--- src/hw/rtl/assert_macros.svh ---
// assertion helpers, clocked on clk with rst_n as disable
`ifndef ASSERT_MACROS_SVH
`define ASSERT_MACROS_SVH

`define LJ_ASSERT(lbl, expr) \
    lbl: assert property (@(posedge clk) disable iff (!rst_n) (expr)) \
        else $error("lj pair force check failed");

`define LJ_ASSERT_IMPLY(lbl, ante, cons) \
    `LJ_ASSERT(lbl, (ante) |-> (cons))

`endif

--- src/hw/rtl/lj_pkg.sv ---
package lj_pkg;

    localparam int REG_W       = 24;
    localparam int CFG_IDX_W   = 3;
    localparam int RSQ_W       = 40;
    localparam int NUM_W       = 64;
    localparam int FORCE_W     = 32;
    localparam int MIN_RSQ     = 43;
    localparam int LJ_SCALE    = 24;
    localparam int CUT_SHIFT   = 16;
    localparam int S2_SHIFT    = 40;
    localparam int IR_SHIFT    = 56;
    localparam int DIV_LAT     = NUM_W;
    localparam int MUL_LAT     = 2;
    localparam int QUEUE_DEPTH = 4;

    localparam logic [NUM_W-1:0]   POS_LIM   = NUM_W'(64'h7FFF_FFFF);
    localparam logic [NUM_W-1:0]   NEG_LIM   = NUM_W'(64'h8000_0000);
    localparam logic [FORCE_W-1:0] POS_CLIP  = 32'h7FFF_FFFF;
    localparam logic [FORCE_W-1:0] NEG_CLIP  = 32'h8000_0000;

    typedef enum logic [CFG_IDX_W-1:0] {
        REG_BOX_X    = 3'd0,
        REG_BOX_Y    = 3'd1,
        REG_BOX_Z    = 3'd2,
        REG_CUTOFF   = 3'd3,
        REG_EPS      = 3'd4,
        REG_SIGMA_SQ = 3'd5
    } cfg_reg_t;

    typedef struct packed {
        logic [RSQ_W-1:0] rsq;
        logic             in_range;
        logic [2:0]       dneg;
    } pair_ctl_t;

endpackage

--- src/hw/rtl/lj_front.sv ---
module lj_front
    import lj_pkg::*;
#(
    parameter int W = 24
)
(
    input  logic                  clk,
    input  logic                  rst_n,
    input  logic                  in_valid,
    output logic                  in_ready,
    input  logic [2:0][W-1:0]     ci,
    input  logic [2:0][W-1:0]     cj,
    input  logic [2:0][W-1:0]     box,
    input  logic [REG_W-1:0]      cutoff_sq,
    input  logic                  q_full,
    output logic                  q_push,
    output pair_ctl_t             q_ctl,
    output logic [2:0][W-1:0]     q_mag
);

    localparam int SQ_W  = 2 * W;
    localparam int SUM_W = (SQ_W + 2 > RSQ_W + 1) ? SQ_W + 2 : RSQ_W + 1;

    logic en;
    logic v1_reg, v2_reg;
    logic [2:0][W-1:0]    mag1_reg, mag2_reg, mag1_next;
    logic [2:0]           dneg1_reg, dneg2_reg, dneg1_next;
    logic [2:0][SQ_W-1:0] sq2_reg;
    logic signed [W+1:0]  d [3];
    logic signed [W+1:0]  f [3];
    logic signed [W+1:0]  bs [3];
    logic signed [W+1:0]  fa [3];
    logic signed [W+2:0]  dd [3];
    logic signed [W+2:0]  bb [3];
    logic [SUM_W-1:0]     rsq_sum;
    logic [SUM_W-1:0]     cut_lim;

    assign en       = !(v2_reg && q_full);
    assign in_ready = en;
    assign q_push   = v2_reg && en;

    // minimum image fold per axis
    always_comb
    begin
        for (int k = 0; k < 3; k++)
        begin
            d[k]  = $signed({2'b00, ci[k]}) - $signed({2'b00, cj[k]});
            bs[k] = $signed({2'b00, box[k]});
            dd[k] = $signed({d[k], 1'b0});
            bb[k] = $signed({3'b000, box[k]});
            if (dd[k] >= bb[k])
            begin
                f[k] = d[k] - bs[k];
            end
            else if (dd[k] <= -bb[k])
            begin
                f[k] = d[k] + bs[k];
            end
            else
            begin
                f[k] = d[k];
            end
            dneg1_next[k] = f[k][W+1];
            fa[k]         = f[k][W+1] ? -f[k] : f[k];
            mag1_next[k]  = fa[k][W-1:0];
        end
    end

    always_ff @(posedge clk or negedge rst_n)
    begin
        if (!rst_n)
        begin
            v1_reg <= 1'b0;
            v2_reg <= 1'b0;
        end
        else if (en)
        begin
            v1_reg <= in_valid;
            v2_reg <= v1_reg;
        end
    end

    always_ff @(posedge clk)
    begin
        if (en)
        begin
            mag1_reg  <= mag1_next;
            dneg1_reg <= dneg1_next;
            mag2_reg  <= mag1_reg;
            dneg2_reg <= dneg1_reg;
            for (int k = 0; k < 3; k++)
            begin
                sq2_reg[k] <= SQ_W'(mag1_reg[k]) * SQ_W'(mag1_reg[k]);
            end
        end
    end

    assign rsq_sum = SUM_W'(sq2_reg[0]) + SUM_W'(sq2_reg[1]) + SUM_W'(sq2_reg[2]);
    assign cut_lim = SUM_W'({cutoff_sq, {CUT_SHIFT{1'b0}}});

    assign q_ctl.rsq      = rsq_sum[RSQ_W-1:0];
    assign q_ctl.in_range = (rsq_sum < cut_lim) && (rsq_sum >= SUM_W'(MIN_RSQ));
    assign q_ctl.dneg     = dneg2_reg;
    assign q_mag          = mag2_reg;

endmodule

--- config.mk ---
export PLATFORM = sky130hd
export DESIGN_NAME = lj_front
export DESIGN_NICKNAME = d
export VERILOG_FILES = /design/src/hw/rtl/assert_macros.svh /design/src/hw/rtl/lj_pkg.sv /design/src/hw/rtl/lj_front.sv
export SDC_FILE = /design/constraint.sdc
export NUM_CORES = 2
export LEC_CHECK = 0
export ABC_AREA = 1
export BUFFER_PORTS_ARGS = -buffer_cell sky130_fd_sc_hd__buf_2
export CORE_ASPECT_RATIO = 0.75
export CORE_MARGIN = 8
export CORE_UTILIZATION = 65
export CTS_BUF_LIST = sky130_fd_sc_hd__clkbuf_4
export DETAILED_ROUTE_END_ITERATION = 7
export HOLD_SLACK_MARGIN = 0.15
export PLACE_DENSITY = 0.83
export SYNTH_ARGS = -nofsm -noshare
export SYNTH_HDL_FRONTEND = slang
export SYNTH_SLANG_ARGS = --single-unit
--- constraint.sdc ---
create_clock -name clk -period 10.4 [get_ports clk]
set_input_delay 0.52 -clock clk [delete_from_list [all_inputs] [get_ports clk]]
set_output_delay 0.52 -clock clk [all_outputs]
set_load 0.01 [all_outputs]
Yosys cells after proc, flatten, opt, wreduce, memory -nomap -nowiden
Cells that the tools add are included.
Operators by class
  add/subtract/negate cells: 17
  $mul: 3
  order comparisons: 8
  muxes and demuxes: 9
  reduce and logical (&&, ||, !) cells: 4
Operators with widths (number)
  $mux 26: 6
  $mul 24x24->48: 3
  $le 26x27->1: 3
  $neg 24->27: 3
  $add 25x25->26: 3
  $ge 26x25->1: 3
  $sub 25x25->26: 3
  $sub 24x24->25: 3
  $mux 24: 3
  $neg 24->24: 3
  $add 49x48->50: 1
  $ge 50x6->1 const B: 1
  $lt 50x40->1: 1
  $add 48x48->49: 1
  $logic_and 1x1->1: 3
  $logic_not 1->1: 1
Storage, ports and cells
  bits in registers: 296
  input bits: 244
  output and inout port bits: 118
  logic and storage cells: 54

Longest topological paths before layout
  depth after elaboration: 6
  gate-level depth with buffers: 40
  gate-level depth less buffers: 40

Worst setup path after synthesis
Ideal clock, no wire load.
  kind: input to register
  from: input port q_full
  to: register dneg1_reg[0] (enable)
  library setup time: 2.215 ns
  arrival time: 5.281 ns
  required time: 8.185 ns
  setup slack: 2.904 ns
  stages: 1
  buffers on the path: 0
  path through: nand2_1
On the way
  cells in the longest elaborated chain, start to end: 1
Ends and longest elaborated chain
  start, declared: line lj_front.sv:15  | input logic q_full,
  $logic_and 1x1->1: line lj_front.sv:38  | assign en = !(v2_reg && q_full);
  end signal, assigned: line lj_front.sv:88  | dneg1_reg <= dneg1_next;
  end, declared: line lj_front.sv:27  | logic [2:0] dneg1_reg, dneg2_reg, dneg1_next;
No other way between the ends.
A chain may end at the register's enable or synchronous reset.

Final worst setup path
  from: register mag1_reg[50] in the netlist's numbering
  to: register sq2_reg[143] in the netlist's numbering (data pin)
On the way
  cells in the longest elaborated chain, start to end: 1
Ends and longest elaborated chain
  start, declared: line lj_front.sv:26  | logic [2:0][W-1:0] mag1_reg, mag2_reg, mag1_next;
  start signal, assigned: line lj_front.sv:87  | mag1_reg <= mag1_next;
  $mul 24x24->48: line lj_front.sv:93  | sq2_reg[k] <= SQ_W'(mag1_reg[k]) * SQ_W'(mag1_reg[k]);
  end signal, assigned by index: line lj_front.sv:93
  end, declared: line lj_front.sv:28  | logic [2:0][SQ_W-1:0] sq2_reg;
No other way between the ends.

==> flow_summary.json <==
{
  "synthFlopType": "edfxtp_1",
  "htree_levels": 3,
  "top_level_ports": 362,
  "die_width_um": 432,
  "cts_max_path_buffers": 3,
  "worstHoldPathType": "in -> reg",
  "path_class": "reg -> reg",
  "rsz0062_at_grt": "false",
  "r2r_start": "mag1_reg[50]",
  "drt-total-wl_um": 252000,
  "crit_fanout": 25,
  "grt_pass1_vias": 76100,
  "vias": 73100,
  "drc": 0,
  "r2r_cells": 30,
  "tns_ps": 0,
  "arrival_ps": 8550,
  "required_ps": 11090,
  "max_stage_delay_ps": 1050,
  "setup_viol": 0,
  "crit_slowest_cell": "edfxtp_1",
  "fmax_mhz": 127,
  "yosysSeqAreaShare_pct": 10.3,
  "via_per_inst": 5.60,
  "whs_ps": 367,
  "startpoint_type": "flip-flop",
  "fin_crit_sh_pct": 75.6,
  "avgSynthCellArea_um2": 7.72,
  "antenna_found_initial": 17,
  "synthArstFlopShare_pct": 0.690,
  "hold_start": "in_valid",
  "holdPathEnd": "v1_reg",
  "core_um2": 129000,
  "largest_register_ffs": 138,
  "slew_headroom_pct": 17.2,
  "synth_edf_count": 288,
  "grt_overflow_total": 0,
  "area_growth_pct": 5.68,
  "hold_viol": 0,
  "min_path_cells": 4,
  "final_common_cell": "inv_1",
  "cp_common_cell": "inv_1",
  "clk_latency_ps": 1030,
  "synth_cells": 10900,
  "cts_tree": "yes",
  "post_cts.repair.setup_buffers": 0,
  "die_h_um": 328,
  "reg2reg_setup_slack_ps": 2540,
  "nets": 13800,
  "place.gp.congestion": 0.989,
  "io_buffers": 361,
  "drtIter0Drc": 6484,
  "wl_per_cell_um": 19.3,
  "gr-usage-all-layers_pct": 35.4,
  "root_buffer": "clkbuf_4",
  "cts-buffers-inserted": 83,
  "dieArea_um2": 142000,
  "dp.final_hpwl_um": 213000,
  "drive_above_1_share_pct": 6.09,
  "clock_skew_ps": 124,
  "postRouteAntennaNets": 0,
  "status": "finished, final reports clean",
  "worst_slew_pin_slew_ps": 1240,
  "cts_sinks": 290,
  "fin_crit_ps": 7860,
  "grt_max_degree": 73,
  "yosys-top-cells-area": "fa_1, ha_1, inv_1",
  "yosysTopAreaCellShare_pct": 31.4,
  "drtPass1Iterations": 8,
  "start_util_pct": 65.5,
  "clk_pin_slew_worst_paths_ps": 60,
  "synth.distinct_cells": 63,
  "max-cap-violations": 0,
  "rows": 114,
  "synth_top_area_cell": "fa_1",
  "grt_pass1_wl_um": 402000,
  "final_cell_mix": "inv_1, nand2_1, fa_1, ha_1, nor2_1",
  "end_kind": "flip-flop",
  "ys.warnings.count": 0,
  "netlist_area_um2": 84400,
  "synth_seq_cells": 290,
  "reg2reg_to": "sq2_reg[143]",
  "slew_violations": 0
}
[per-layer routing]
layer	vias to the layer above	track usage, %	part of all wire [%]
li1	33700	-	-
met1	35100	48.8	41
met2	3567	55.4	45
met3	693	7.01	9.8
met4	0	13.7	4.3
met5	-	0	0
[Yosys cell counts, drive strengths merged (46+ instances only)]
cell,instances
nand2,2419
nand4,149
xor2,326
nand3b,46
a21oi,560
nand3,319
clkbuf,171
fa,1325
buf,52
xnor2,100
inv,2951
ha,968
edfxtp,288
o21ai,309
nor3,82
nor2,608
[kinds of logic after synthesis]
family                   count (synthesis)  share of synthesized area, %
adder cells (fa/ha/maj)               2293                          45.8
XOR/XNOR                               426                          4.42
buffers and inverters                 3174                          14.3
other                                    2                       0.00890
AO/OA/AOI/OAI                         1077                          7.05
flip-flops                             290                          10.3
AND/OR/NAND/NOR                       3671                          18.1
[cell type report]
class                      instances  area (um2)
multi-input combinational       7470       63600
fill                           10400       39600
inverter                        2951       11100
sequential                       290        8700
timing repair buffer             444        2440
tap                             1740        2180
clock buffer                     102         766
clock inverter                    41         353
antenna                           18        45.0
[worst max-delay path by stage]
stage                      start            to  slack, ps  cells after the start
floorplan                 q_full  dneg1_reg[0]       2900                      1
global placement    mag1_reg[50]  sq2_reg[141]       2730                     27
detailed placement  mag1_reg[50]  sq2_reg[141]       2630                     27
CTS                 mag1_reg[50]  sq2_reg[141]       2600                     27
global route        mag1_reg[50]  sq2_reg[141]       2140                     27
finish              mag1_reg[50]  sq2_reg[143]       2540                     30
[per-stage QoR]
stage                     cell area, um2  utilization, %  std cells  worst slack (ps)
after global routing               89200            69.2      13100              2140
final                              89200            69.2      13100              2540
after detailed placement           88000            68.3      12900              2630
after floorplan                    84400               -      10900              2900
after CTS                          89100            69.2      13000              2600
after global placement             88000            68.3      12900              2730
[critical path: cells and delay by family (launching register included)]
kind	cells	cell delay, ps
fa+ha+maj	8	3970
simple gates	8	900
compound gates	5	1090
xor+xnor	1	120
buf+inv	8	460
flops	1	1050
[what timing repair did]
action	in CTS	in global routing
endpoints found under the hold margin	5	0
resized for setup	0	0
hold buffers	5	0
Power is left out: the tool's default activity adds up to more than one toggle a clock period on the data nets, which glitch-free logic cannot reach.
