### src/hw/rtl/assert_macros.svh
// assertion helpers, clocked on clk with rst_n as disable
`ifndef ASSERT_MACROS_SVH
`define ASSERT_MACROS_SVH

`define LJ_ASSERT(lbl, expr) \
    lbl: assert property (@(posedge clk) disable iff (!rst_n) (expr)) \
        else $error("lj pair force check failed");

`define LJ_ASSERT_IMPLY(lbl, ante, cons) \
    `LJ_ASSERT(lbl, (ante) |-> (cons))

`endif

### src/hw/rtl/lj_pkg.sv
package lj_pkg;

    localparam int REG_W       = 24;
    localparam int CFG_IDX_W   = 3;
    localparam int RSQ_W       = 40;
    localparam int NUM_W       = 64;
    localparam int FORCE_W     = 32;
    localparam int MIN_RSQ     = 43;
    localparam int LJ_SCALE    = 24;
    localparam int CUT_SHIFT   = 16;
    localparam int S2_SHIFT    = 40;
    localparam int IR_SHIFT    = 56;
    localparam int DIV_LAT     = NUM_W;
    localparam int MUL_LAT     = 2;
    localparam int QUEUE_DEPTH = 4;

    localparam logic [NUM_W-1:0]   POS_LIM   = NUM_W'(64'h7FFF_FFFF);
    localparam logic [NUM_W-1:0]   NEG_LIM   = NUM_W'(64'h8000_0000);
    localparam logic [FORCE_W-1:0] POS_CLIP  = 32'h7FFF_FFFF;
    localparam logic [FORCE_W-1:0] NEG_CLIP  = 32'h8000_0000;

    typedef enum logic [CFG_IDX_W-1:0] {
        REG_BOX_X    = 3'd0,
        REG_BOX_Y    = 3'd1,
        REG_BOX_Z    = 3'd2,
        REG_CUTOFF   = 3'd3,
        REG_EPS      = 3'd4,
        REG_SIGMA_SQ = 3'd5
    } cfg_reg_t;

    typedef struct packed {
        logic [RSQ_W-1:0] rsq;
        logic             in_range;
        logic [2:0]       dneg;
    } pair_ctl_t;

endpackage

### src/hw/rtl/lj_fifo.sv
module lj_fifo
    import lj_pkg::*;
#(
    parameter int DATA_W = 8
)
(
    input  logic              clk,
    input  logic              rst_n,
    input  logic              push,
    input  logic [DATA_W-1:0] wr_data,
    output logic              full,
    input  logic              pop,
    output logic              valid,
    output logic [DATA_W-1:0] rd_data
);

    localparam int PTR_W = $clog2(QUEUE_DEPTH);

    logic [DATA_W-1:0] mem [QUEUE_DEPTH];
    logic [PTR_W-1:0]  wr_ptr_reg, rd_ptr_reg;
    logic [PTR_W:0]    cnt_reg;

    assign full    = (cnt_reg == (PTR_W + 1)'(QUEUE_DEPTH));
    assign valid   = (cnt_reg != '0);
    assign rd_data = mem[rd_ptr_reg];

    always_ff @(posedge clk or negedge rst_n)
    begin
        if (!rst_n)
        begin
            wr_ptr_reg <= '0;
            rd_ptr_reg <= '0;
            cnt_reg    <= '0;
        end
        else
        begin
            if (push)
            begin
                wr_ptr_reg <= wr_ptr_reg + 1'b1;
            end
            if (pop)
            begin
                rd_ptr_reg <= rd_ptr_reg + 1'b1;
            end
            if (push && !pop)
            begin
                cnt_reg <= cnt_reg + 1'b1;
            end
            else if (pop && !push)
            begin
                cnt_reg <= cnt_reg - 1'b1;
            end
        end
    end

    always_ff @(posedge clk)
    begin
        if (push)
        begin
            mem[wr_ptr_reg] <= wr_data;
        end
    end

endmodule

### config.mk
export PLATFORM = sky130hd
export DESIGN_NAME = lj_fifo
export DESIGN_NICKNAME = d
export VERILOG_FILES = /design/src/hw/rtl/assert_macros.svh /design/src/hw/rtl/lj_pkg.sv /design/src/hw/rtl/lj_fifo.sv
export SDC_FILE = /design/constraint.sdc
export NUM_CORES = 1
export LEC_CHECK = 0
export BUFFER_PORTS_ARGS = -buffer_cell sky130_fd_sc_hd__buf_2
export CORE_MARGIN = 1
export CORE_UTILIZATION = 55
export DETAILED_ROUTE_END_ITERATION = 10
export GPL_ROUTABILITY_DRIVEN = 0
export PLACE_DENSITY = 0.77
export SYNTH_ARGS = -nofsm -noshare
export SYNTH_HDL_FRONTEND = slang
export SYNTH_SLANG_ARGS = --single-unit
export TNS_END_PERCENT = 5
### constraint.sdc
create_clock -name clk -period 1.75 [get_ports clk]
set_input_delay 0.2625 -clock clk [delete_from_list [all_inputs] [get_ports clk]]
set_output_delay 0.2625 -clock clk [all_outputs]
set_load 0.01 [all_outputs]
* Word level (Yosys, flattened, before mapping)
Memory sizes are Yosys's and may differ from the RTL's.
Cells that the tools add are included.
** Word-level totals
- Register bits after elaboration :: 7
- Bits in latches :: 0
- RAM bits :: 32
- Memory bits (read-only) :: 0
- Output and inout bits :: 10
- Word-level logic and storage cells :: 19
- Memories kept :: 1
** Memories
- mem :: depth 4, bits a word 8, read ports 1, clocked after Yosys merged registers in 0, write ports 1, line lj_fifo.sv:19 : logic [DATA_W-1:0] mem [QUEUE_DEPTH];
** Cells by class
- Add/subtract/negate cells :: 4
- Multipliers :: 0
- Div/mod/pow operators :: 0
- $lt $le $gt $ge :: 0
- Equality and inequality tests :: 1
- Shifts and indexed selects :: 0
- Mux-type cells :: 4
- Bitwise gates (word level) :: 0
- Reduce and logical (&&, ||, !) cells :: 6
** Operators with widths (number)
- $mux W3 :: 2
- $add A2 B1 Y2 const B :: 2
- $add A3 B1 Y3 const B :: 1
- $eq A3 B3 Y1 const B :: 1
- $reduce_bool A3 Y1 :: 1
- $sub A3 B1 Y3 const B :: 1
- $logic_and A1 B1 Y1 :: 2
- $logic_not A1 Y1 :: 2
- $mux W1 :: 2
- $reduce_bool A2 Y1 :: 1

* Logic depth before layout (Yosys ltp)
Gate-level depths: netlist of the first run.
- Word-level depth :: 4
- Depth in mapped cells :: 7
- Gate-level depth less buffers :: 7

* Worst setup path after synthesis of the first run
Ideal clock, no wire load.
- Path kind :: input to register
- Start :: input port pop
- End :: register cnt_reg[2]
- Setup time :: 0.079 ns
- Arrival :: 1.268 ns
- Required time :: 1.671 ns
- Slack :: 0.403 ns
- Stages on the path :: 7
- Buffers on the path :: 0
- Cell sequence :: inv_1 -> ha_1 -> inv_1 -> fa_1 -> xor2_1 -> nor2_1 -> xor2_1
** Between the ends
- Longest elaborated chain between the ends :: 3
- Elaborated cells between the ends (all ways) :: 5
- Classes of those cells :: mux (1); reduce/logical (4)
** RTL lines
- start: declaration :: line lj_fifo.sv:12 : input logic pop,
- $logic_not A1 Y1 :: line lj_fifo.sv:45 : if (push && !pop)
- $logic_and A1 B1 Y1 :: line lj_fifo.sv:45
- $mux W3 or $reduce_bool A2 Y1 (tied branches)
- end signal: assignment :: line lj_fifo.sv:47 : cnt_reg <= cnt_reg + 1'b1;
- end signal: assignment :: line lj_fifo.sv:51 : cnt_reg <= cnt_reg - 1'b1;
- end: declaration :: line lj_fifo.sv:21 : logic [PTR_W:0] cnt_reg;
Several ways; a longest one is shown, not always the timed one.
A chain may end at the register's enable or synchronous reset.

* Worst setup path in the final report of the first run
- Start :: register rd_ptr_reg[0]
- End :: output port rd_data[7]
** Between the ends
- Longest elaborated chain between the ends :: 1
** RTL lines
- start: declaration :: line lj_fifo.sv:20 : logic [PTR_W-1:0] wr_ptr_reg, rd_ptr_reg;
- start signal: assignment :: line lj_fifo.sv:43 : rd_ptr_reg <= rd_ptr_reg + 1'b1;
- $mem_v2 Z4 W8
- end: declaration :: line lj_fifo.sv:14 : output logic [DATA_W-1:0] rd_data
No other way between the ends.

==> results of run 1 <==
[synthesized netlist by cell type]
master	number	area [µm²]
sky130_fd_sc_hd__buf_6	1	11.26
sky130_fd_sc_hd__edfxtp_1	32	960.9
sky130_fd_sc_hd__dfrtp_1	7	175.2
sky130_fd_sc_hd__and2_1	4	25.02
sky130_fd_sc_hd__xor2_1	4	35.03
sky130_fd_sc_hd__ha_1	5	62.56
sky130_fd_sc_hd__inv_1	4	15.01
sky130_fd_sc_hd__or3_1	1	6.260
sky130_fd_sc_hd__xnor2_1	2	17.52
sky130_fd_sc_hd__nand2_1	2	7.510
sky130_fd_sc_hd__fa_1	1	20.02
sky130_fd_sc_hd__mux2_2	1	11.26
sky130_fd_sc_hd__nor3b_1	1	7.510
sky130_fd_sc_hd__nor2_1	1	3.750
sky130_fd_sc_hd__mux4_2	8	180.2
sky130_fd_sc_hd__o21ai_0	1	5.000
sky130_fd_sc_hd__buf_2	1	5.000
[metrics by stage]
step                        util  hold WS (ns)
after floorplan                -      -0.03309
after detailed placement  0.6584        0.1038
after global placement    0.6584       0.09453
after CTS                 0.6910        0.1194
final                     0.7047        0.1425
after global routing      0.7047        0.1143
[repair_timing]
action,CTS,global route
hold endpoints to repair,7,0
pin swaps,0,0
setup buffers,1,0
setup endpoints to repair,8,8
resized for setup,3,6
hold buffers,1,0
[final cells by class]
class,instances,area [µm²]
sequential,39,1136
fill,172,758.2
multi-input combinational,31,381.6
timing repair buffer,25,188.9
clock buffer,7,45.04
tap,30,37.54
inverter,4,15.01
clock inverter,1,5.005
[cells by family after synthesis]
group | after synthesis | synth area share
compound gates | 1 | 0.003228
simple gates | 9 | 0.03231
flops | 39 | 0.7334
buf+inv | 6 | 0.02019
xor+xnor | 6 | 0.03393
fa+ha+maj | 6 | 0.05331
mux | 9 | 0.1236
[cells in the final DEF (no fill, tap or decap)]
cell type and instances:
sky130_fd_sc_hd__buf_4 1, sky130_fd_sc_hd__buf_2 14, sky130_fd_sc_hd__dlygate4sd3_1 1, sky130_fd_sc_hd__dfrtp_1 7, sky130_fd_sc_hd__ha_1 5, sky130_fd_sc_hd__nand2_1 2
sky130_fd_sc_hd__clkbuf_4 5, sky130_fd_sc_hd__fa_1 1, sky130_fd_sc_hd__inv_1 4, sky130_fd_sc_hd__mux4_2 8, sky130_fd_sc_hd__nor2_1 1, sky130_fd_sc_hd__buf_6 9
sky130_fd_sc_hd__xor2_1 4, sky130_fd_sc_hd__edfxtp_1 32, sky130_fd_sc_hd__mux2_2 1, sky130_fd_sc_hd__or3_1 1, sky130_fd_sc_hd__xnor2_1 2, sky130_fd_sc_hd__nor3b_1 1
sky130_fd_sc_hd__o21ai_0 1, sky130_fd_sc_hd__and2_1 4, sky130_fd_sc_hd__clkbuf_1 2, sky130_fd_sc_hd__clkinv_2 1
[report_power, final]
part,switching [W],internal (W)
clock,0.000257,0.000157
sequential,0.000152,0.00124
combinational,0.000425,0.000589
[routing by layer]
metal	share of wire	global-route usage	vias up
met3	0.042	0.07377	5
met1	0.42	0.2336	353
met5	0	0	-
li1	-	-	347
met2	0.52	0.2831	17
met4	0.022	0.1125	0
[critical path: cells and delay by family (launching register included)]
kind | cells | cell delay (ns)
flip-flops | 1 | 0.40
buffers and inverters | 2 | 0.29
multiplexers | 1 | 0.52
[how the worst max path moves through the flow]
stage	start	to	cells past startpoint
global route	rd_ptr_reg[0]$_DFFE_PN0P_	rd_data[7]	3
global placement	push	cnt_reg[2]$_DFFE_PN0P_	7
detailed placement	push	cnt_reg[2]$_DFFE_PN0P_	7
CTS	rd_ptr_reg[0]$_DFFE_PN0P_	rd_data[2]	3
floorplan	pop	cnt_reg[2]$_DFFE_PN0P_	7
finish	rd_ptr_reg[0]$_DFFE_PN0P_	rd_data[7]	3
==> qor.txt, run 1 <==
========================================================================================================
Post-Syn Area per Cell ....................................................................    20.38 µm²
Number of buffers added on ports ..........................................................           21
Peak supply drop ..........................................................................      1135 µV
All-Layer GR Usage ........................................................................       0.1897
Crit Path Category ........................................................................ register to output pin
Initial standard-cell utilization of the core .............................................       0.6033
Pre-CTS setup slack .......................................................................    0.1386 ns
Fraction of the yosys area taken by sequential cells ......................................       0.7334
Area Growth Syn to Fin ....................................................................       16.80%
TritonCTS clock tree ......................................................................        built
Top cell by count, worst path ............................................................. sky130_fd_sc_hd__buf_6
Largest driver fanout on the critical path ................................................            5
DRC violation count after routing .........................................................            0
Delay of the slowest cell on the worst path ...............................................      0.52 ns
Violated checks ........................................................................... negative setup slack
Netlist area before placement .............................................................     1549 µm²
Max-slew violations .......................................................................            0
Starting DRT DRC Count ....................................................................           11
Pin slew with the least headroom to its limit .............................................    0.4263 ns
Flip-flop count of the largest register after layout ......................................           32
Aggregate negative setup slack ............................................................   -0.2368 ns
Via count of the first global-routing pass ................................................          735
Nets@finish ...............................................................................          124
Overall Power .............................................................................   0.002822 W
Relative slew margins .....................................................................       0.7158
R2r setup slk .............................................................................      0.32 ns
Maximum number of pins on one net before global-route repair ..............................           12
Crit path cell chain ...................................................................... buf_6, mux4_2, buf_6
Initial antenna violation count ...........................................................            0
Syn Inst Count ............................................................................           76
Max-cap violations ........................................................................            0
Synthesized flop and latch total ..........................................................           39
Residual overflow from global routing .....................................................            0
Reg2Reg Depth .............................................................................            4
First-pass GRT wire length ................................................................     3.525 mm
CTS sink count ............................................................................           39
Post-detailed-placement half-perimeter wirelength .........................................     1.565 mm
CTS max path bufs .........................................................................            2
Yosys warns ...............................................................................            0
Post-CTS clock slew at the launch and capture registers of the worst setup and hold paths .      0.10 ns
Critical path data required time ..........................................................      1.49 ns
Final instance area .......................................................................     1809 µm²
Crit path arrival time ....................................................................      1.54 ns
Final hold violation count ................................................................            0
Number of cells in the design after placement .............................................          127
Area of the placeable core ................................................................     2567 µm²
TritonCTS buffer count ....................................................................            5
DR vias ...................................................................................          722
Synth Net Count ...........................................................................           94
Final non-filler cell total ...............................................................          137
Layout cell share with drive strength beyond 1 ............................................       0.3645
Start of the worst register-to-register path .............................................. cnt_reg[0]$_DFFE_PN0P_
Minimum setup slack in the final design ...................................................  -0.05265 ns
Category of the worst setup path launch point .............................................     register
Area of placed instances ..................................................................     1690 µm²
Run status ................................................................................ finished with violations
I/O pin total .............................................................................           22
Clock insertion delay at the later pin of the skew report .................................      0.33 ns
Min-Delay Startpoint ......................................................................          pop
RR Endpoint ............................................................................... cnt_reg[2]$_DFFE_PN0P_
Setup repair after global routing missed its margin .......................................          yes
CTS root buf .............................................................................. sky130_fd_sc_hd__clkbuf_4
Die Width .................................................................................     55.07 µm
Leak ......................................................................................    0.6860 nW
Period minus WS final .....................................................................     1.803 ns
Clock skew after layout ...................................................................  0.009726 ns
Distinct cells, synth .....................................................................           17
Wire length per cell ......................................................................     16.16 µm
Routed Antenna Nets .......................................................................            0
Classification of the worst-slack hold path ............................................... input port to register
F_max .....................................................................................   0.5547 GHz
Standard cell with the maximum stage delay on the critical path ........................... sky130_fd_sc_hd__mux4_2
Vias per inst .............................................................................        5.270
Depth of the worst hold-timing path .......................................................            2
Vertical die dimension ....................................................................     55.07 µm
DRT Wirelength ............................................................................     2.214 mm
Die outline area ..........................................................................     3033 µm²
Critical Path End Type ....................................................................   output pin
Final setup violating endpoints ...........................................................            8
Fraction of the cycle the final worst path needs ..........................................        1.030
DR pass1 iterations .......................................................................            3
Count of antenna diodes in the layout .....................................................            0
Worst min-delay path endpoint ............................................................. rd_ptr_reg[0]$_DFFE_PN0P_
Power density cells .......................................................................  1560 nW/µm²
Number of H-tree levels ...................................................................            2
Count of standard-cell rows ...............................................................           18
========================================================================================================
(Power assumes the default switching activity.)
==> inputs of run 2 (changes only) <==
--- a/config.mk
+++ b/config.mk
@@ -11,6 +11,7 @@
 export DETAILED_ROUTE_END_ITERATION = 10
 export GPL_ROUTABILITY_DRIVEN = 0
 export PLACE_DENSITY = 0.77
+export SETUP_SLACK_MARGIN = 0.2
 export SYNTH_ARGS = -nofsm -noshare
 export SYNTH_HDL_FRONTEND = slang
 export SYNTH_SLANG_ARGS = --single-unit
==> qor.txt, run 2 (synthesis gave the netlist of run 1 again) <==
========================================================================================================
Layout cell share with drive strength beyond 1 ............................................       0.3738
Routed Antenna Nets .......................................................................            0
Crit path cell chain ...................................................................... buf_6, mux4_2, buf_6
CTS max path bufs .........................................................................            2
Classification of the worst-slack hold path ............................................... input port to register
Number of buffers added on ports ..........................................................           21
Die outline area ..........................................................................     3033 µm²
Utilization after layout ..................................................................       0.7052
Post-CTS clock slew at the launch and capture registers of the worst setup and hold paths .      0.10 ns
Power density cells .......................................................................  1560 nW/µm²
CTS root buf .............................................................................. sky130_fd_sc_hd__clkbuf_4
Delay of the slowest cell on the worst path ...............................................      0.52 ns
Overall Power .............................................................................   0.002825 W
Most used cells in the layout excluding fill and tap cells ................................ sky130_fd_sc_hd__edfxtp_1, sky130_fd_sc_hd__buf_2, sky130_fd_sc_hd__buf_6
Max-slew violations .......................................................................            0
Crit Path Category ........................................................................ register to output pin
Pin slew with the least headroom to its limit .............................................    0.4263 ns
Leak ......................................................................................    0.6850 nW
DRT Wirelength ............................................................................     2.214 mm
Hold slack final ..........................................................................    0.1425 ns
CTS sink count ............................................................................           39
Standard cell with the maximum stage delay on the critical path ........................... sky130_fd_sc_hd__mux4_2
F_max .....................................................................................   0.5547 GHz
Aggregate negative setup slack ............................................................   -0.2368 ns
Nets@finish ...............................................................................          124
Vertical die dimension ....................................................................     55.07 µm
Number of cells in the design after placement .............................................          127
Fraction of the cycle the final worst path needs ..........................................        1.030
Wire length per cell ......................................................................     16.16 µm
Period minus WS final .....................................................................     1.803 ns
DR vias ...................................................................................          722
Largest driver fanout on the critical path ................................................            5
Category of the worst setup path launch point .............................................     register
Final hold violation count ................................................................            0
Crit path arrival time ....................................................................      1.54 ns
Top cell by count, worst path ............................................................. sky130_fd_sc_hd__buf_6
Run status ................................................................................ finished with violations
Residual overflow from global routing .....................................................            0
First-pass GRT wire length ................................................................     3.525 mm
Minimum setup slack in the final design ...................................................  -0.05265 ns
Most common library cell in the layout ignoring fill and taps ............................. sky130_fd_sc_hd__edfxtp_1
TritonCTS clock tree ......................................................................        built
Fillers ...................................................................................          171
Count of buffer and inverter cells on the critical path ...................................            2
Post-detailed-placement half-perimeter wirelength .........................................     1.565 mm
Final non-filler cell total ...............................................................          137
TritonCTS buffer count ....................................................................            5
Area Growth Syn to Fin ....................................................................       16.88%
DR pass1 iterations .......................................................................            3
DRC violation count after routing .........................................................            0
Clock insertion delay at the later pin of the skew report .................................      0.33 ns
Count of standard-cell rows ...............................................................           18
Critical Path End Type ....................................................................   output pin
Clock skew after layout ...................................................................  0.009726 ns
Flip-flop count of the largest register after layout ......................................           32
Violated checks ........................................................................... negative setup slack
Peak supply drop ..........................................................................      1135 µV
Top cell family by delay on the critical path ............................................. multiplexers
Setup repair after global routing missed its margin .......................................          yes
Die Width .................................................................................     55.07 µm
Maximum number of pins on one net before global-route repair ..............................           12
Via count of the first global-routing pass ................................................          734
I/O pin total .............................................................................           22
Vias per inst .............................................................................        5.270
Starting DRT DRC Count ....................................................................           11
Number of H-tree levels ...................................................................            2
Relative slew margins .....................................................................       0.7158
Max-cap violations ........................................................................            0
Final setup violating endpoints ...........................................................            8
Area of the placeable core ................................................................     2567 µm²
Critical path data required time ..........................................................      1.49 ns
Initial standard-cell utilization of the core .............................................       0.6033
Count of antenna diodes in the layout .....................................................            0
All-Layer GR Usage ........................................................................       0.1897
Initial antenna violation count ...........................................................            0
========================================================================================================
==> run 2: changes by cell type in the layout (fill, tap and decap cells not counted) <==
cell                      change
sky130_fd_sc_hd__dfrtp_2      +1
sky130_fd_sc_hd__dfrtp_1      -1
==> run 2: repair_timing <==
item                                    4_1_cts  5_1_grt
pin swaps                                     1        1
hold endpoints to repair                      7        0
endpoints found under the setup margin        9        9
resized for setup                             3        7
setup buffers                                 1        0
hold buffers                                  1        0
==> run 2: worst paths after layout <==
check                                                from                   endpoint  slack [ns]  cells past startpoint
worst min-delay path                                  pop  rd_ptr_reg[0]$_DFFE_PN0P_        0.14                      2
worst min register to register     cnt_reg[2]$_DFFE_PN0P_     cnt_reg[2]$_DFFE_PN0P_        0.50                      1
max in group asynchronous                           rst_n     cnt_reg[0]$_DFFE_PN0P_        1.29                      2
min in group asynchronous                           rst_n     cnt_reg[0]$_DFFE_PN0P_        0.29                      2
worst max register to register     cnt_reg[0]$_DFFE_PN0P_     cnt_reg[2]$_DFFE_PN0P_        0.32                      4
worst max-delay path            rd_ptr_reg[0]$_DFFE_PN0P_                 rd_data[7]       -0.05                      3
==> run 2: final cells by class <==
cell class | count | area [µm²] | area share
Clock buffer | 7 | 45.04 | 0.02488
Clock inverter | 1 | 5.005 | 0.002764
Inverter | 4 | 15.01 | 0.008293
Multi-Input combinational cell | 31 | 381.6 | 0.2108
Sequential cell | 39 | 1137 | 0.6282
Tap cell | 30 | 37.54 | 0.02073
Timing Repair Buffer | 25 | 188.9 | 0.1044
==> run 2: layer usage <==
metal | wire length [µm] | vias to the layer above | global-route usage
met5 | 0 | - | 0
met4 | 49 | 0 | 0.1125
met3 | 94 | 5 | 0.07377
met2 | 1149 | 17 | 0.2831
met1 | 920 | 353 | 0.2336
li1 | - | 347 | -
==> run 2: metrics by stage <==
stage	cell area (µm²)	worst slack (ns)
6_report	1810	-0.05265
5_1_grt	1810	-0.1227
4_1_cts	1774	-0.06091
3_5_place_dp	1690	0.1386
3_3_place_gp	1690	0.2514
2_1_floorplan	1549	0.4028
==> run 2: power breakdown <==
group | switching [W] | internal (W)
Combinational | 0.000425 | 0.000589
Clock | 0.000257 | 0.000157
Sequential | 0.000152 | 0.00125
==> inputs of run 3 (changes only) <==
==> constraint.sdc (replaced) <==
create_clock -name clk -period 1.75 [get_ports clk]
set_input_delay 0.0875 -clock clk [delete_from_list [all_inputs] [get_ports clk]]
set_output_delay 0.0875 -clock clk [all_outputs]
set_load 0.01 [all_outputs]
==> qor.txt, run 3 (synthesis gave the netlist of run 1 again) <==
========================================================================================================
Run status ................................................................................ finished, final reports clean
TritonCTS clock tree ......................................................................        built
Final instance area .......................................................................     1911 µm²
Area of placed instances ..................................................................     1690 µm²
TritonCTS buffer count ....................................................................            5
DRC violation count after routing .........................................................            0
DRT Wirelength ............................................................................     2.570 mm
Count of standard-cell rows ...............................................................           18
Relative slew margins .....................................................................       0.7116
Flip-flop count of the largest register after layout ......................................           32
Category of the worst setup path launch point .............................................     register
CTS root buf .............................................................................. sky130_fd_sc_hd__clkbuf_4
Max-cap violations ........................................................................            0
Fraction of the cycle the final worst path needs ..........................................       0.9495
Crit Path Category ........................................................................ register to output pin
Vertical die dimension ....................................................................     55.07 µm
Number of H-tree levels ...................................................................            2
Post-detailed-placement half-perimeter wirelength .........................................     1.703 mm
Via count of the first global-routing pass ................................................          821
Classification of the worst-slack hold path ............................................... input port to register
Largest driver fanout on the critical path ................................................            4
Period minus WS final .....................................................................     1.662 ns
Final hold violation count ................................................................            0
Pin slew with the least headroom to its limit .............................................    0.4327 ns
Minimum setup slack in the final design ...................................................   0.08830 ns
Nets@finish ...............................................................................          134
Area Growth Syn to Fin ....................................................................       23.34%
Count of antenna diodes in the layout .....................................................            0
Wire length per cell ......................................................................     17.48 µm
Critical Path End Type ....................................................................   output pin
Setup repair after global routing missed its margin .......................................          yes
Initial standard-cell utilization of the core .............................................       0.6033
Vias per inst .............................................................................        5.293
First-pass GRT wire length ................................................................     4.008 mm
F_max .....................................................................................   0.6018 GHz
Starting DRT DRC Count ....................................................................            8
I/O pin total .............................................................................           22
Crit path arrival time ....................................................................      1.57 ns
Critical path data required time ..........................................................      1.66 ns
Max-slew violations .......................................................................            0
Number of cells in the design after placement .............................................          127
Die outline area ..........................................................................     3033 µm²
Pre-CTS setup slack .......................................................................    0.3451 ns
Leak ......................................................................................    0.7293 nW
Aggregate negative setup slack ............................................................         0 ns
Most common library cell in the layout ignoring fill and taps ............................. sky130_fd_sc_hd__edfxtp_1
CTS sink count ............................................................................           39
Die Width .................................................................................     55.07 µm
Routed Antenna Nets .......................................................................            0
CTS max path bufs .........................................................................            2
Power density cells .......................................................................  1553 nW/µm²
Final setup violating endpoints ...........................................................            0
DR vias ...................................................................................          778
All-Layer GR Usage ........................................................................       0.2118
Peak supply drop ..........................................................................      1328 µV
Area of the placeable core ................................................................     2567 µm²
Clock insertion delay at the later pin of the skew report .................................      0.34 ns
Maximum number of pins on one net before global-route repair ..............................           15
Layout cell share with drive strength beyond 1 ............................................       0.3675
Fillers ...................................................................................          162
Most used cells in the layout excluding fill and tap cells ................................ sky130_fd_sc_hd__edfxtp_1, sky130_fd_sc_hd__buf_2, sky130_fd_sc_hd__dlygate4sd3_1
Clock skew after layout ...................................................................   0.01234 ns
Post-CTS clock slew at the launch and capture registers of the worst setup and hold paths .      0.12 ns
Final non-filler cell total ...............................................................          147
Number of buffers added on ports ..........................................................           21
DR pass1 iterations .......................................................................            4
Residual overflow from global routing .....................................................            0
Initial antenna violation count ...........................................................            0
========================================================================================================
-- run 3: changes by cell type in the layout (fill, tap and decap cells not counted), moves of 2 or more --
| cell | delta |
|---|---|
| sky130_fd_sc_hd__dlygate4sd3_1 | +9 |
| sky130_fd_sc_hd__buf_6 | -5 |
| sky130_fd_sc_hd__buf_2 | +5 |
| sky130_fd_sc_hd__clkbuf_1 | -2 |
-- run 3: metrics by stage --
step | util | hold slack, ns | total power (W)
after floorplan | - | -0.2081 | 0.001975
after global placement | 0.6584 | -0.07497 | 0.002220
after detailed placement | 0.6584 | -0.06971 | 0.002271
after CTS | 0.7417 | 0.0002057 | 0.002972
after global routing | 0.7442 | 0.04082 | 0.003150
final | 0.7442 | 0.01512 | 0.002967
-- run 3: where the power goes --
group | total, W | internal, W | switching [W]
clock network | 0.000607 | 0.000305 | 0.000302
logic | 0.000946 | 0.000533 | 0.000413
registers | 0.00141 | 0.00125 | 0.000168
total | 0.00297 | 0.00208 | 0.000883
-- run 3: final timing paths --
| check | slack, ns | to | from | cells past startpoint |
|---|---|---|---|---|
| setup / recovery | 0.09 | rd_data[7] | rd_ptr_reg[0]$_DFFE_PN0P_ | 3 |
| hold / removal | 0.02 | wr_ptr_reg[0]$_DFFE_PN0P_ | push | 2 |
| setup reg to reg | 0.36 | cnt_reg[2]$_DFFE_PN0P_ | cnt_reg[0]$_DFFE_PN0P_ | 4 |
| hold reg to reg | 0.50 | cnt_reg[2]$_DFFE_PN0P_ | cnt_reg[2]$_DFFE_PN0P_ | 1 |
| max in group asynchronous | 1.49 | rd_ptr_reg[1]$_DFFE_PN0P_ | rst_n | 2 |
| min in group asynchronous | 0.09 | rd_ptr_reg[0]$_DFFE_PN0P_ | rst_n | 2 |
-- run 3: cell type report --
class / count / area, µm² / share of cell area
well taps: 30 / 37.54 / 0.01965
repair buffers: 35 / 255.2 / 0.1336
clock inverters: 3 / 46.29 / 0.02423
multi-input cells: 31 / 381.6 / 0.1997
clock buffers: 5 / 37.54 / 0.01965
flip-flops and latches: 39 / 1137 / 0.5953
inverters: 4 / 15.01 / 0.007859
-- run 3: routing by layer --
layer | global-route usage | part of all wire | up-vias
met5 | 0 | 0 | -
met4 | 0.08333 | 0.0039 | 0
met3 | 0.07377 | 0.035 | 4
met2 | 0.3574 | 0.54 | 25
met1 | 0.2476 | 0.42 | 380
li1 | - | - | 369
-- run 3: repair_timing --
action                                 CTS  global route
hold buffers                            10             0
setup buffers                            2             0
resized for setup                        4             1
setup endpoints to repair                8             8
endpoints found under the hold margin   40             0
-- run 3: worst max-delay path, cell delays in order, from the launching register on --
cell                      delay [ns]
sky130_fd_sc_hd__dfrtp_2        0.44
sky130_fd_sc_hd__buf_4          0.14
sky130_fd_sc_hd__mux4_2         0.50
sky130_fd_sc_hd__buf_2          0.16
